### src/hw/rtl/dda_pkg.sv
// shared constants and control types of the decimal digit analyzer
package dda_pkg;

  // field widths
  localparam int unsigned ValueW = 31;
  localparam int unsigned DigitW = 4;
  localparam int unsigned CountW = 4;
  localparam int unsigned SumW   = 7;
  localparam int unsigned RevW   = 34;

  // at most this many low-order digits are examined
  localparam int unsigned MaxDigits = 10;
  localparam int unsigned DigitCntW = $clog2(MaxDigits + 1);

  // divide by ten as multiply by ceil(2^35 / 10), valid for 32-bit operands
  localparam logic [31:0] Recip10 = 32'hCCCC_CCCD;
  localparam int unsigned Recip10Shift = 35;

  // controller states
  typedef enum logic {
    ST_IDLE,
    ST_RUN
  } dda_state_t;

  // controller to datapath
  typedef struct packed {
    logic load;
    logic step;
    logic publish;
  } dda_cmd_t;

  // datapath to controller
  typedef struct packed {
    logic done;
  } dda_sts_t;

endpackage

### src/hw/rtl/dda_ifs.sv
// request channels of the decimal digit analyzer

interface dda_in_if;
  logic                             valid;
  logic                             ready;
  logic [dda_pkg::ValueW-1:0]       value;

  modport source (output valid, output value, input ready);
  modport sink (input valid, input value, output ready);
endinterface

interface dda_out_if;
  logic                             valid;
  logic                             ready;
  logic [dda_pkg::CountW-1:0]       even_digit_count;
  logic [dda_pkg::SumW-1:0]         digit_sum;
  logic                             digit_found;
  logic [dda_pkg::RevW-1:0]         reversed_value;
  logic                             value_is_even;

  modport source (output valid, output even_digit_count, output digit_sum,
                  output digit_found, output reversed_value, output value_is_even,
                  input ready);
  modport sink (input valid, input even_digit_count, input digit_sum,
                input digit_found, input reversed_value, input value_is_even,
                output ready);
endinterface

interface dda_cfg_if;
  logic                             valid;
  logic                             ready;
  logic [dda_pkg::DigitW-1:0]       query_digit;

  modport source (output valid, output query_digit, input ready);
  modport sink (input valid, input query_digit, output ready);
endinterface

### src/hw/rtl/dda_ctrl.sv
// controller state machine of the decimal digit analyzer
module dda_ctrl (
  input  logic              clk,
  input  logic              rst_n,
  input  logic              in_valid,
  output logic              in_ready,
  output logic              out_valid,
  input  logic              out_ready,
  input  dda_pkg::dda_sts_t sts,
  output dda_pkg::dda_cmd_t cmd
);

  dda_pkg::dda_state_t state_r, state_nxt;
  logic                out_valid_r, out_valid_nxt;
  logic                slot_free;

  // result register can take a new result
  assign slot_free = !out_valid_r || out_ready;

  // next state
  always_comb begin
    state_nxt = state_r;
    unique case (state_r)
      dda_pkg::ST_IDLE: begin
        if (in_valid) state_nxt = dda_pkg::ST_RUN;
      end
      dda_pkg::ST_RUN: begin
        if (sts.done && slot_free) state_nxt = dda_pkg::ST_IDLE;
      end
      default: state_nxt = dda_pkg::ST_IDLE;
    endcase
  end

  // commands and handshake
  always_comb begin
    cmd      = '0;
    in_ready = 1'b0;
    unique case (state_r)
      dda_pkg::ST_IDLE: begin
        in_ready = 1'b1;
        cmd.load = in_valid;
      end
      dda_pkg::ST_RUN: begin
        cmd.step    = !sts.done;
        cmd.publish = sts.done && slot_free;
      end
      default: begin
        cmd      = '0;
        in_ready = 1'b0;
      end
    endcase
  end

  // result valid flag
  always_comb begin
    if (cmd.publish) begin
      out_valid_nxt = 1'b1;
    end else if (out_ready) begin
      out_valid_nxt = 1'b0;
    end else begin
      out_valid_nxt = out_valid_r;
    end
  end

  assign out_valid = out_valid_r;

  always_ff @(posedge clk) begin
    if (!rst_n) begin
      state_r     <= dda_pkg::ST_IDLE;
      out_valid_r <= 1'b0;
    end else begin
      state_r     <= state_nxt;
      out_valid_r <= out_valid_nxt;
    end
  end

endmodule

### src/hw/rtl/dda_datapath.sv
// digit extraction datapath: divide by ten per cycle, accumulators, result register
module dda_datapath (
  input  logic                          clk,
  input  logic                          rst_n,
  input  dda_pkg::dda_cmd_t             cmd,
  output dda_pkg::dda_sts_t             sts,
  input  logic [dda_pkg::ValueW-1:0]    value,
  input  logic                          cfg_we,
  input  logic [dda_pkg::DigitW-1:0]    cfg_query,
  output logic [dda_pkg::CountW-1:0]    even_digit_count,
  output logic [dda_pkg::SumW-1:0]      digit_sum,
  output logic                          digit_found,
  output logic [dda_pkg::RevW-1:0]      reversed_value,
  output logic                          value_is_even
);

  logic [dda_pkg::DigitW-1:0]    query_r;
  logic [dda_pkg::ValueW-1:0]    rest_r;
  logic [dda_pkg::ValueW-1:0]    quot_r;
  logic [dda_pkg::DigitCntW-1:0] n_r;
  logic [dda_pkg::CountW-1:0]    evens_r;
  logic [dda_pkg::SumW-1:0]      sum_r;
  logic                          found_r;
  logic [dda_pkg::RevW-1:0]      rev_r;
  logic                          even_r;

  logic [dda_pkg::ValueW-1:0]    mul_in;
  logic [63:0]                   prod;
  logic [dda_pkg::ValueW-1:0]    quot_nxt;
  logic [dda_pkg::ValueW-1:0]    rem_w;
  logic [dda_pkg::DigitW-1:0]    digit;
  logic [dda_pkg::RevW-1:0]      rev_nxt;

  // query register
  always_ff @(posedge clk) begin
    if (!rst_n) begin
      query_r <= '0;
    end else if (cfg_we) begin
      query_r <= cfg_query;
    end
  end

  // shared divide-by-ten unit, fed by the new value or the running quotient
  assign mul_in   = cmd.load ? value : quot_r;
  assign prod     = 64'(mul_in) * 64'(dda_pkg::Recip10);
  assign quot_nxt = dda_pkg::ValueW'(prod >> dda_pkg::Recip10Shift);

  // current digit is remainder of rest by ten
  assign rem_w = rest_r - ((quot_r << 3) + (quot_r << 1));
  assign digit = rem_w[dda_pkg::DigitW-1:0];

  // reversed value grows by one digit
  assign rev_nxt = (rev_r << 3) + (rev_r << 1) + dda_pkg::RevW'(digit);

  // loop ends when the remaining value is zero or at the digit limit
  assign sts.done = (rest_r == '0) ||
                    (n_r == dda_pkg::DigitCntW'(dda_pkg::MaxDigits));

  // working registers
  always_ff @(posedge clk) begin
    if (cmd.load) begin
      rest_r  <= value;
      quot_r  <= quot_nxt;
      n_r     <= '0;
      evens_r <= '0;
      sum_r   <= '0;
      found_r <= 1'b0;
      rev_r   <= '0;
      even_r  <= ~value[0];
    end else if (cmd.step) begin
      rest_r  <= quot_r;
      quot_r  <= quot_nxt;
      n_r     <= n_r + 1'b1;
      evens_r <= evens_r + dda_pkg::CountW'(!digit[0]);
      sum_r   <= sum_r + dda_pkg::SumW'(digit);
      found_r <= found_r || (digit == query_r);
      rev_r   <= rev_nxt;
    end
  end

  // result register
  always_ff @(posedge clk) begin
    if (cmd.publish) begin
      even_digit_count <= evens_r;
      digit_sum        <= sum_r;
      digit_found      <= found_r;
      reversed_value   <= rev_r;
      value_is_even    <= even_r;
    end
  end

endmodule

### src/hw/rtl/decimal_digit_analyzer.sv
// top level of the decimal digit analyzer
// Splits each 31-bit request value into decimal digits, least significant first,
// and returns the even-digit count, the digit sum, whether the query digit occurs,
// the digit-reversed value and the parity of the value. One request is in work at
// a time: it is accepted, its decimal digits are taken in turn, and the result is
// moved into the output register once that register is free. The digits come
// from the single divide-by-ten unit, a reciprocal multiply that yields one digit
// per cycle. A finished result waits in the output register while the next
// request is taken. The query digit register resets to 0 and is written through
// the cfg channel; the user must write it only while the block is idle, which the
// block itself does not enforce. Its ready is always high.
module decimal_digit_analyzer (
  input  logic      clk,
  input  logic      rst_n,
  dda_in_if.sink    in_ch,
  dda_out_if.source out_ch,
  dda_cfg_if.sink   cfg_ch
);

  dda_pkg::dda_cmd_t cmd;
  dda_pkg::dda_sts_t sts;

  // configuration always accepted
  assign cfg_ch.ready = 1'b1;

  // controller
  dda_ctrl u_ctrl (
    .clk       (clk),
    .rst_n     (rst_n),
    .in_valid  (in_ch.valid),
    .in_ready  (in_ch.ready),
    .out_valid (out_ch.valid),
    .out_ready (out_ch.ready),
    .sts       (sts),
    .cmd       (cmd)
  );

  // datapath
  dda_datapath u_datapath (
    .clk              (clk),
    .rst_n            (rst_n),
    .cmd              (cmd),
    .sts              (sts),
    .value            (in_ch.value),
    .cfg_we           (cfg_ch.valid),
    .cfg_query        (cfg_ch.query_digit),
    .even_digit_count (out_ch.even_digit_count),
    .digit_sum        (out_ch.digit_sum),
    .digit_found      (out_ch.digit_found),
    .reversed_value   (out_ch.reversed_value),
    .value_is_even    (out_ch.value_is_even)
  );

endmodule
### src/flat_wrapper.sv
// flat-port wrapper written by rule: the top's interface ports become plain ports
module decimal_digit_analyzer_flat 
  (clk, rst_n, in_ch_valid, in_ch_value, in_ch_ready, out_ch_valid, out_ch_even_digit_count, out_ch_digit_sum, out_ch_digit_found, out_ch_reversed_value, out_ch_value_is_even, out_ch_ready, cfg_ch_valid, cfg_ch_query_digit, cfg_ch_ready);
  dda_in_if in_ch_i ();
  dda_out_if out_ch_i ();
  dda_cfg_if cfg_ch_i ();
  input  logic clk;
  input  logic rst_n;
  input wire logic [$bits(in_ch_i.valid)-1:0] in_ch_valid;
  input wire logic [$bits(in_ch_i.value)-1:0] in_ch_value;
  output wire logic [$bits(in_ch_i.ready)-1:0] in_ch_ready;
  output wire logic [$bits(out_ch_i.valid)-1:0] out_ch_valid;
  output wire logic [$bits(out_ch_i.even_digit_count)-1:0] out_ch_even_digit_count;
  output wire logic [$bits(out_ch_i.digit_sum)-1:0] out_ch_digit_sum;
  output wire logic [$bits(out_ch_i.digit_found)-1:0] out_ch_digit_found;
  output wire logic [$bits(out_ch_i.reversed_value)-1:0] out_ch_reversed_value;
  output wire logic [$bits(out_ch_i.value_is_even)-1:0] out_ch_value_is_even;
  input wire logic [$bits(out_ch_i.ready)-1:0] out_ch_ready;
  input wire logic [$bits(cfg_ch_i.valid)-1:0] cfg_ch_valid;
  input wire logic [$bits(cfg_ch_i.query_digit)-1:0] cfg_ch_query_digit;
  output wire logic [$bits(cfg_ch_i.ready)-1:0] cfg_ch_ready;
  assign in_ch_i.valid = in_ch_valid;
  assign in_ch_i.value = in_ch_value;
  assign in_ch_ready = in_ch_i.ready;
  assign out_ch_valid = out_ch_i.valid;
  assign out_ch_even_digit_count = out_ch_i.even_digit_count;
  assign out_ch_digit_sum = out_ch_i.digit_sum;
  assign out_ch_digit_found = out_ch_i.digit_found;
  assign out_ch_reversed_value = out_ch_i.reversed_value;
  assign out_ch_value_is_even = out_ch_i.value_is_even;
  assign out_ch_i.ready = out_ch_ready;
  assign cfg_ch_i.valid = cfg_ch_valid;
  assign cfg_ch_i.query_digit = cfg_ch_query_digit;
  assign cfg_ch_ready = cfg_ch_i.ready;
  decimal_digit_analyzer u_core (.clk(clk), .rst_n(rst_n), .in_ch(in_ch_i), .out_ch(out_ch_i), .cfg_ch(cfg_ch_i));
endmodule
### config.mk
export PLATFORM = sky130hd
export DESIGN_NAME = decimal_digit_analyzer_flat
export DESIGN_NICKNAME = d
export VERILOG_FILES = /design/src/hw/rtl/dda_pkg.sv /design/src/hw/rtl/dda_ifs.sv /design/src/hw/rtl/dda_ctrl.sv /design/src/hw/rtl/dda_datapath.sv /design/src/hw/rtl/decimal_digit_analyzer.sv /design/src/flat_wrapper.sv
export SDC_FILE = /design/constraint.sdc
export NUM_CORES = 1
export LEC_CHECK = 0
export ABC_AREA = 1
export CAP_MARGIN = 30
export CORE_MARGIN = 2
export CORE_UTILIZATION = 40
export DETAILED_ROUTE_END_ITERATION = 10
export DONT_BUFFER_PORTS = 1
export PLACE_DENSITY = 0.59
export SYNTH_ARGS = -nofsm -noshare
export SYNTH_HDL_FRONTEND = slang
export SYNTH_SLANG_ARGS = --single-unit
export TNS_END_PERCENT = 50
### constraint.sdc
create_clock -name clk -period 8.69 [get_ports clk]
set_clock_uncertainty 0.05 [all_clocks]
set_input_delay 0.4345 -clock clk [delete_from_list [all_inputs] [get_ports clk]]
set_output_delay 0.4345 -clock clk [all_outputs]
set_load 0.01 [all_outputs]
==> results.toml, run 1 <==
[synthesis]
syn-cell-area_um2 = 21600
ys_warn_count = 0
synth_top_area_cell = "fa_1"
ys_async_sr_fraction_pct = 0
synth-seq-cells = 163
seq_area_frac_synth_pct = 20.1
syn_nets = 3189
netlist.area_leader.share_pct = 21.8
yosysUniqueCellTypes = 44
synth_edf_count = 107
synth_cells = 2554
avgSynthCellArea_um2 = 8.46
ys_top_cells_by_area = "fa_1 (22%), ha_1 (21%), edfxtp_1 (15%), inv_1 (9.4%), nand2_1 (7.6%)"
synth_ff_type = "edfxtp_1"

[place]
numPortBuffers = 0
dp.cells = 3240
dp.final_hpwl_um = 57700
post-place-ws_ns = 0.114
gp_congestion = 0.981

[finish]
area_growth_pct = 7.33
finish.utilization_pct = 43.2
diodes = 0
drive_gt1_share_pct = 3.13
fin_nets = 3207
fin_cells = 3281
fillers = 5361

[route]
first_pass_iters = 6
drcViolationCount = 0
ant_nets = 0
drt_iter0_markers = 907
m1WireLength_um = 28200
wire_per_inst_um = 20.1
top_layer = "met4"
drt-total-wl_um = 66100
dr_total_vias = 16700
met2_length_um = 32100
via_per_inst = 5.10
dr_wl_met3_um = 2340

[worst_setup_path]
crit_type = "register to register"
cpPeakStageDelay_ns = 0.63
reg2reg_from = "u_core.u_ctrl.state_r"
arrival_ns = 8.37
cp_common_cell = "inv_1"
worstPathRequired_ns = 8.89
slowest_stage = "fa_1"
critPathMaxFanout = 8
startpoint_type = "register"
worstSetupEndpointType = "register"
startpoint = "u_core.u_ctrl.state_r"

[clocking]
h-tree-depth = 4
clock_sinks = 163
tritoncts = "done"
path_clk_slew_ns = 0.08
clock_latency_ns = 0.51
cts_max_path_buffers = 2
cts_buffers = 17
clock-root-buffer = "clkbuf_16"

[floorplan]
die_area_um2 = 55900
die_h_um = 236
start_util_pct = 40.3
io_pins = 90
core_um2 = 53600
num_rows = 85
die_w_um = 236

[grt]
grt_overflow = 0
grt_antenna_before_repair = 0
grt_max_degree = 60
grt_pass1_wl_um = 104000
grt_pass1_vias = 17800
grtUsageTotal_pct = 24.7

[sta]
worst_pin_slew_ns = 0.909
setup_ws_ns = 0.516
rsz0062_at_grt = "false"
finalCritPeriodShare_pct = 94.1
slew_viol_final = 0
max_slew_margin_pct = 39.2
tns_ns = 0
period_needed_ns = 8.17
finalSetupViolCount = 0
fmax_ghz = 0.122
finalHoldViolCount = 0

[job]
cap_violations = 0

[run_status]
status = "complete, no violations"

[worst_hold_path]
worstHoldStart = "rst_n"
hp-class = "input port to register"
==> cell type report <==
class | instances | area (µm²) | share of cell area (%)
multi-input combinational | 1828 | 15200 | 65.4
sequential | 163 | 4330 | 18.7
tap | 696 | 871 | 3.76
clock buffer | 18 | 429 | 1.85
timing repair buffer | 19 | 198 | 0.853
inverter | 543 | 2040 | 8.79
clock inverter | 14 | 160 | 0.691
==> path summary, 6_finish.rpt <==
kind | to | slack [ns] | depth (start not counted)
max | u_core.u_datapath.quot_r[17] | 0.52 | 30
max reg2reg | u_core.u_datapath.quot_r[17] | 0.52 | 30
min reg2reg | u_core.u_datapath.value_is_even | 0.38 | 0
min | u_core.u_datapath.query_r[0] | 0.03 | 2
==> per-layer routing <==
layer | vias to the layer above | global-route usage (%)
met2 | 371 | 42.5
met1 | 8022 | 30.7
met3 | 124 | 3.04
met4 | 0 | 12.2
li1 | 8216 | -
met5 | - | 0
==> critical path, delay by kind of cell, from the launching register on <==
| family | cells | cell delay, ns |
|---|---|---|
| simple gates | 7 | 0.87 |
| xor+xnor | 1 | 0.26 |
| buf+inv | 9 | 1.28 |
| flops | 1 | 0.48 |
| fa+ha+maj | 8 | 3.63 |
| compound gates | 5 | 1.35 |
==> cell families (layout without fill, tap and decap cells) <==
| kind of cell | count (synthesis) | in the layout | synth area share (%) |
|---|---|---|---|
| flops | 163 | 163 | 20.1 |
| simple gates | 815 | 815 | 15.6 |
| other cells | 1 | 1 | 0.0174 |
| buf+inv | 563 | 594 | 9.90 |
| compound gates | 346 | 346 | 8.86 |
| xor+xnor | 71 | 71 | 2.88 |
| fa+ha+maj | 595 | 595 | 42.6 |
==> metrics by stage <==
step	hold slack, ns	area, µm²
2_1_floorplan	0.350	21600
3_3_place_gp	0.356	22500
3_5_place_dp	0.380	22500
4_1_cts	0.00216	23100
5_1_grt	0.0140	23200
6_report	0.0331	23200
==> cells in the final DEF (no fill, tap or decap), types with 22 or more instances in the layout <==
cell and count:
nor2_1 216, a21oi_1 158, inv_1 538, xor2_1 40, fa_1 235, ha_1 360
nand3_1 80, dfxtp_1 56, nor3_1 22, xnor2_1 30, edfxtp_1 107, nand2_1 438
o21ai_0 100
==> sequential cells by signal, summed over array words and instances, names as in the netlist, 4 cells and up <==
| name | count |
|---|---|
| u_core.u_datapath.digit_sum | 7 |
| u_core.u_datapath.even_digit_count | 4 |
| u_core.u_datapath.evens_r | 4 |
| u_core.u_datapath.n_r | 4 |
| u_core.u_datapath.query_r | 4 |
| u_core.u_datapath.quot_r | 28 |
| u_core.u_datapath.rest_r | 31 |
| u_core.u_datapath.rev_r | 34 |
| u_core.u_datapath.reversed_value | 34 |
| u_core.u_datapath.sum_r | 7 |
==> cells in the mapped netlist, types with 2 or more instances <==
| cell type | count |
|---|---|
| a211oi_1 | 3 |
| a21boi_0 | 5 |
| a21o_1 | 19 |
| a21oi_1 | 158 |
| a31oi_1 | 11 |
| and3_1 | 2 |
| buf_2 | 8 |
| buf_4 | 4 |
| clkbuf_1 | 8 |
| dfxtp_1 | 56 |
| edfxtp_1 | 107 |
| fa_1 | 235 |
| ha_1 | 360 |
| inv_1 | 539 |
| inv_2 | 4 |
| nand2_1 | 439 |
| nand2_2 | 4 |
| nand2_4 | 2 |
| nand3_1 | 80 |
| nand3_2 | 2 |
| nand3b_1 | 3 |
| nand4_1 | 18 |
| nor2_1 | 216 |
| nor3_1 | 22 |
| nor4_1 | 8 |
| o211ai_1 | 3 |
| o21a_1 | 10 |
| o21ai_0 | 104 |
| o21ai_1 | 7 |
| o21ai_2 | 2 |
| o21bai_1 | 20 |
| or2_1 | 4 |
| or2_2 | 11 |
| xnor2_1 | 31 |
| xor2_1 | 40 |
==> what timing repair did <==
item | in CTS | in global routing
gates resized for setup | 0 | 8
endpoints found under the setup margin | 0 | 15
hold endpoints to repair | 3 | 0
hold buffers | 2 | 0
buffers inserted | 0 | 5
Power of run 1 is not shown: default switching activity piles up to over one toggle a cycle in this logic, so the estimate is an artifact.
==> inputs of run 2 (changes only) <==
Settings changed: PLACE_DENSITY 0.59 to 0.63.
==> results.toml, run 2 (synthesized netlist as in run 1, its figures left out) <==
[place]
gp_congestion = 0.977
numPortBuffers = 0
dp.final_hpwl_um = 57600
place_area_um2 = 22500

[worst_hold_path]
hp-class = "input port to register"

[floorplan]
die_h_um = 236
die_w_um = 236
io_pins = 90
start_util_pct = 40.3
die_area_um2 = 55900
core_um2 = 53600
num_rows = 85

[grt]
grt_pass1_vias = 18000
grtUsageTotal_pct = 24.7
grt_overflow = 0
grt_antenna_before_repair = 1
grt_max_degree = 60
grt_pass1_wl_um = 103000

[clocking]
cts_max_path_buffers = 2
path_clk_slew_ns = 0.08
clock-root-buffer = "clkbuf_16"
tritoncts = "done"
clock_sinks = 163
cts_buffers = 17
h-tree-depth = 4
clock_latency_ns = 0.50

[finish]
drive_gt1_share_pct = 2.90
final_common_cell = "inv_1"
reg_top3 = "u_core.u_datapath.rev_r x34, u_core.u_datapath.reversed_value x34, u_core.u_datapath.rest_r x31"
mostFrequentLayoutCells = "inv_1 (538), nand2_1 (438), ha_1 (360), fa_1 (235), nor2_1 (216)"
design_area_um2 = 23100
fin_nets = 3205
area_growth_pct = 7.11

[worst_setup_path]
critPathMaxFanout = 40
startpoint_type = "register"
arrival_ns = 8.53
worstSetupEndpointType = "register"
worstPathRequired_ns = 8.88
crit_type = "register to register"

[route]
dr_total_vias = 16800
drt_iter0_markers = 984
drcViolationCount = 0
ant_nets = 0
drt-total-wl_um = 66200
wire_per_inst_um = 20.2
first_pass_iters = 7
via_per_inst = 5.12

[sta]
finalCritPeriodShare_pct = 95.9
fmax_ghz = 0.120
period_needed_ns = 8.34
whs_ns = 0.0382
slew_viol_final = 0
rsz0062_at_grt = "false"
finalHoldViolCount = 0
finalSetupViolCount = 0
tns_ns = 0
worst_pin_slew_ns = 1.00
max_slew_margin_pct = 33.2

[run_status]
status = "complete, no violations"

[job]
cap_violations = 0
-- run 2: what timing repair did --
action / CTS / global route
hold endpoints to repair: 4 / 0
hold buffers: 3 / 0
setup endpoints to repair: 0 / 1
buffers inserted: 0 / 0
gates resized for setup: 0 / 1
-- run 2: worst paths after layout --
kind | cells past startpoint | end | slack [ns] | startpoint
setup reg to reg | 26 | u_core.u_datapath.quot_r[4] | 0.35 | u_core.u_ctrl.state_r
hold reg to reg | 0 | u_core.u_datapath.digit_found | 0.38 | u_core.u_datapath.found_r
hold / removal | 2 | u_core.u_datapath.query_r[2] | 0.04 | rst_n
setup / recovery | 26 | u_core.u_datapath.quot_r[4] | 0.35 | u_core.u_ctrl.state_r
-- run 2: critical path, stage by stage (launching register included) --
cell	delay, ns
dfxtp_1	0.48
inv_2	0.12
nand2_4	0.39
nand2_1	0.13
o21ai_1	0.46
inv_1	0.15
nor2_1	0.28
fa_1	0.51
inv_1	0.10
fa_1	0.47
fa_1	0.72
inv_1	0.16
fa_1	0.48
fa_1	0.55
inv_1	0.06
fa_1	0.48
inv_1	0.07
fa_1	0.48
ha_1	0.37
a21oi_1	0.36
nor2_1	0.08
nor2_1	0.16
o21ai_0	0.15
a21oi_1	0.13
nand2_1	0.09
a21oi_1	0.27
xnor2_1	0.30
-- run 2: per-layer routing --
layer	global-route usage (%)	part of all wire, %	up-vias
met5	0	0	-
met4	13.7	5.7	0
met3	3.52	3.6	123
met2	42.2	48	397
met1	29.9	42	8084
li1	-	-	8202
-- run 2: through the flow --
step / std cells / utilization (%) / worst slack [ns]
3_3_place_gp: 3243 / 41.9 / 0.374
4_1_cts: 3278 / 43.1 / 0.331
3_5_place_dp: 3243 / 41.9 / 0.346
6_report: 3280 / 43.2 / 0.355
2_1_floorplan: 2554 / - / 1.51
5_1_grt: 3279 / 43.2 / 0.0000409
-- run 2: area by class of cell --
| cell class | instances | area, µm² |
|---|---|---|
| multi-input combinational | 1828 | 15100 |
| timing repair buffer | 17 | 148 |
| clock inverter | 13 | 158 |
| fill | 5294 | 30500 |
| antenna | 1 | 2.50 |
| sequential | 163 | 4330 |
| tap | 696 | 871 |
| inverter | 543 | 2040 |
| clock buffer | 19 | 454 |
Power of run 2 is left out for the same reason.
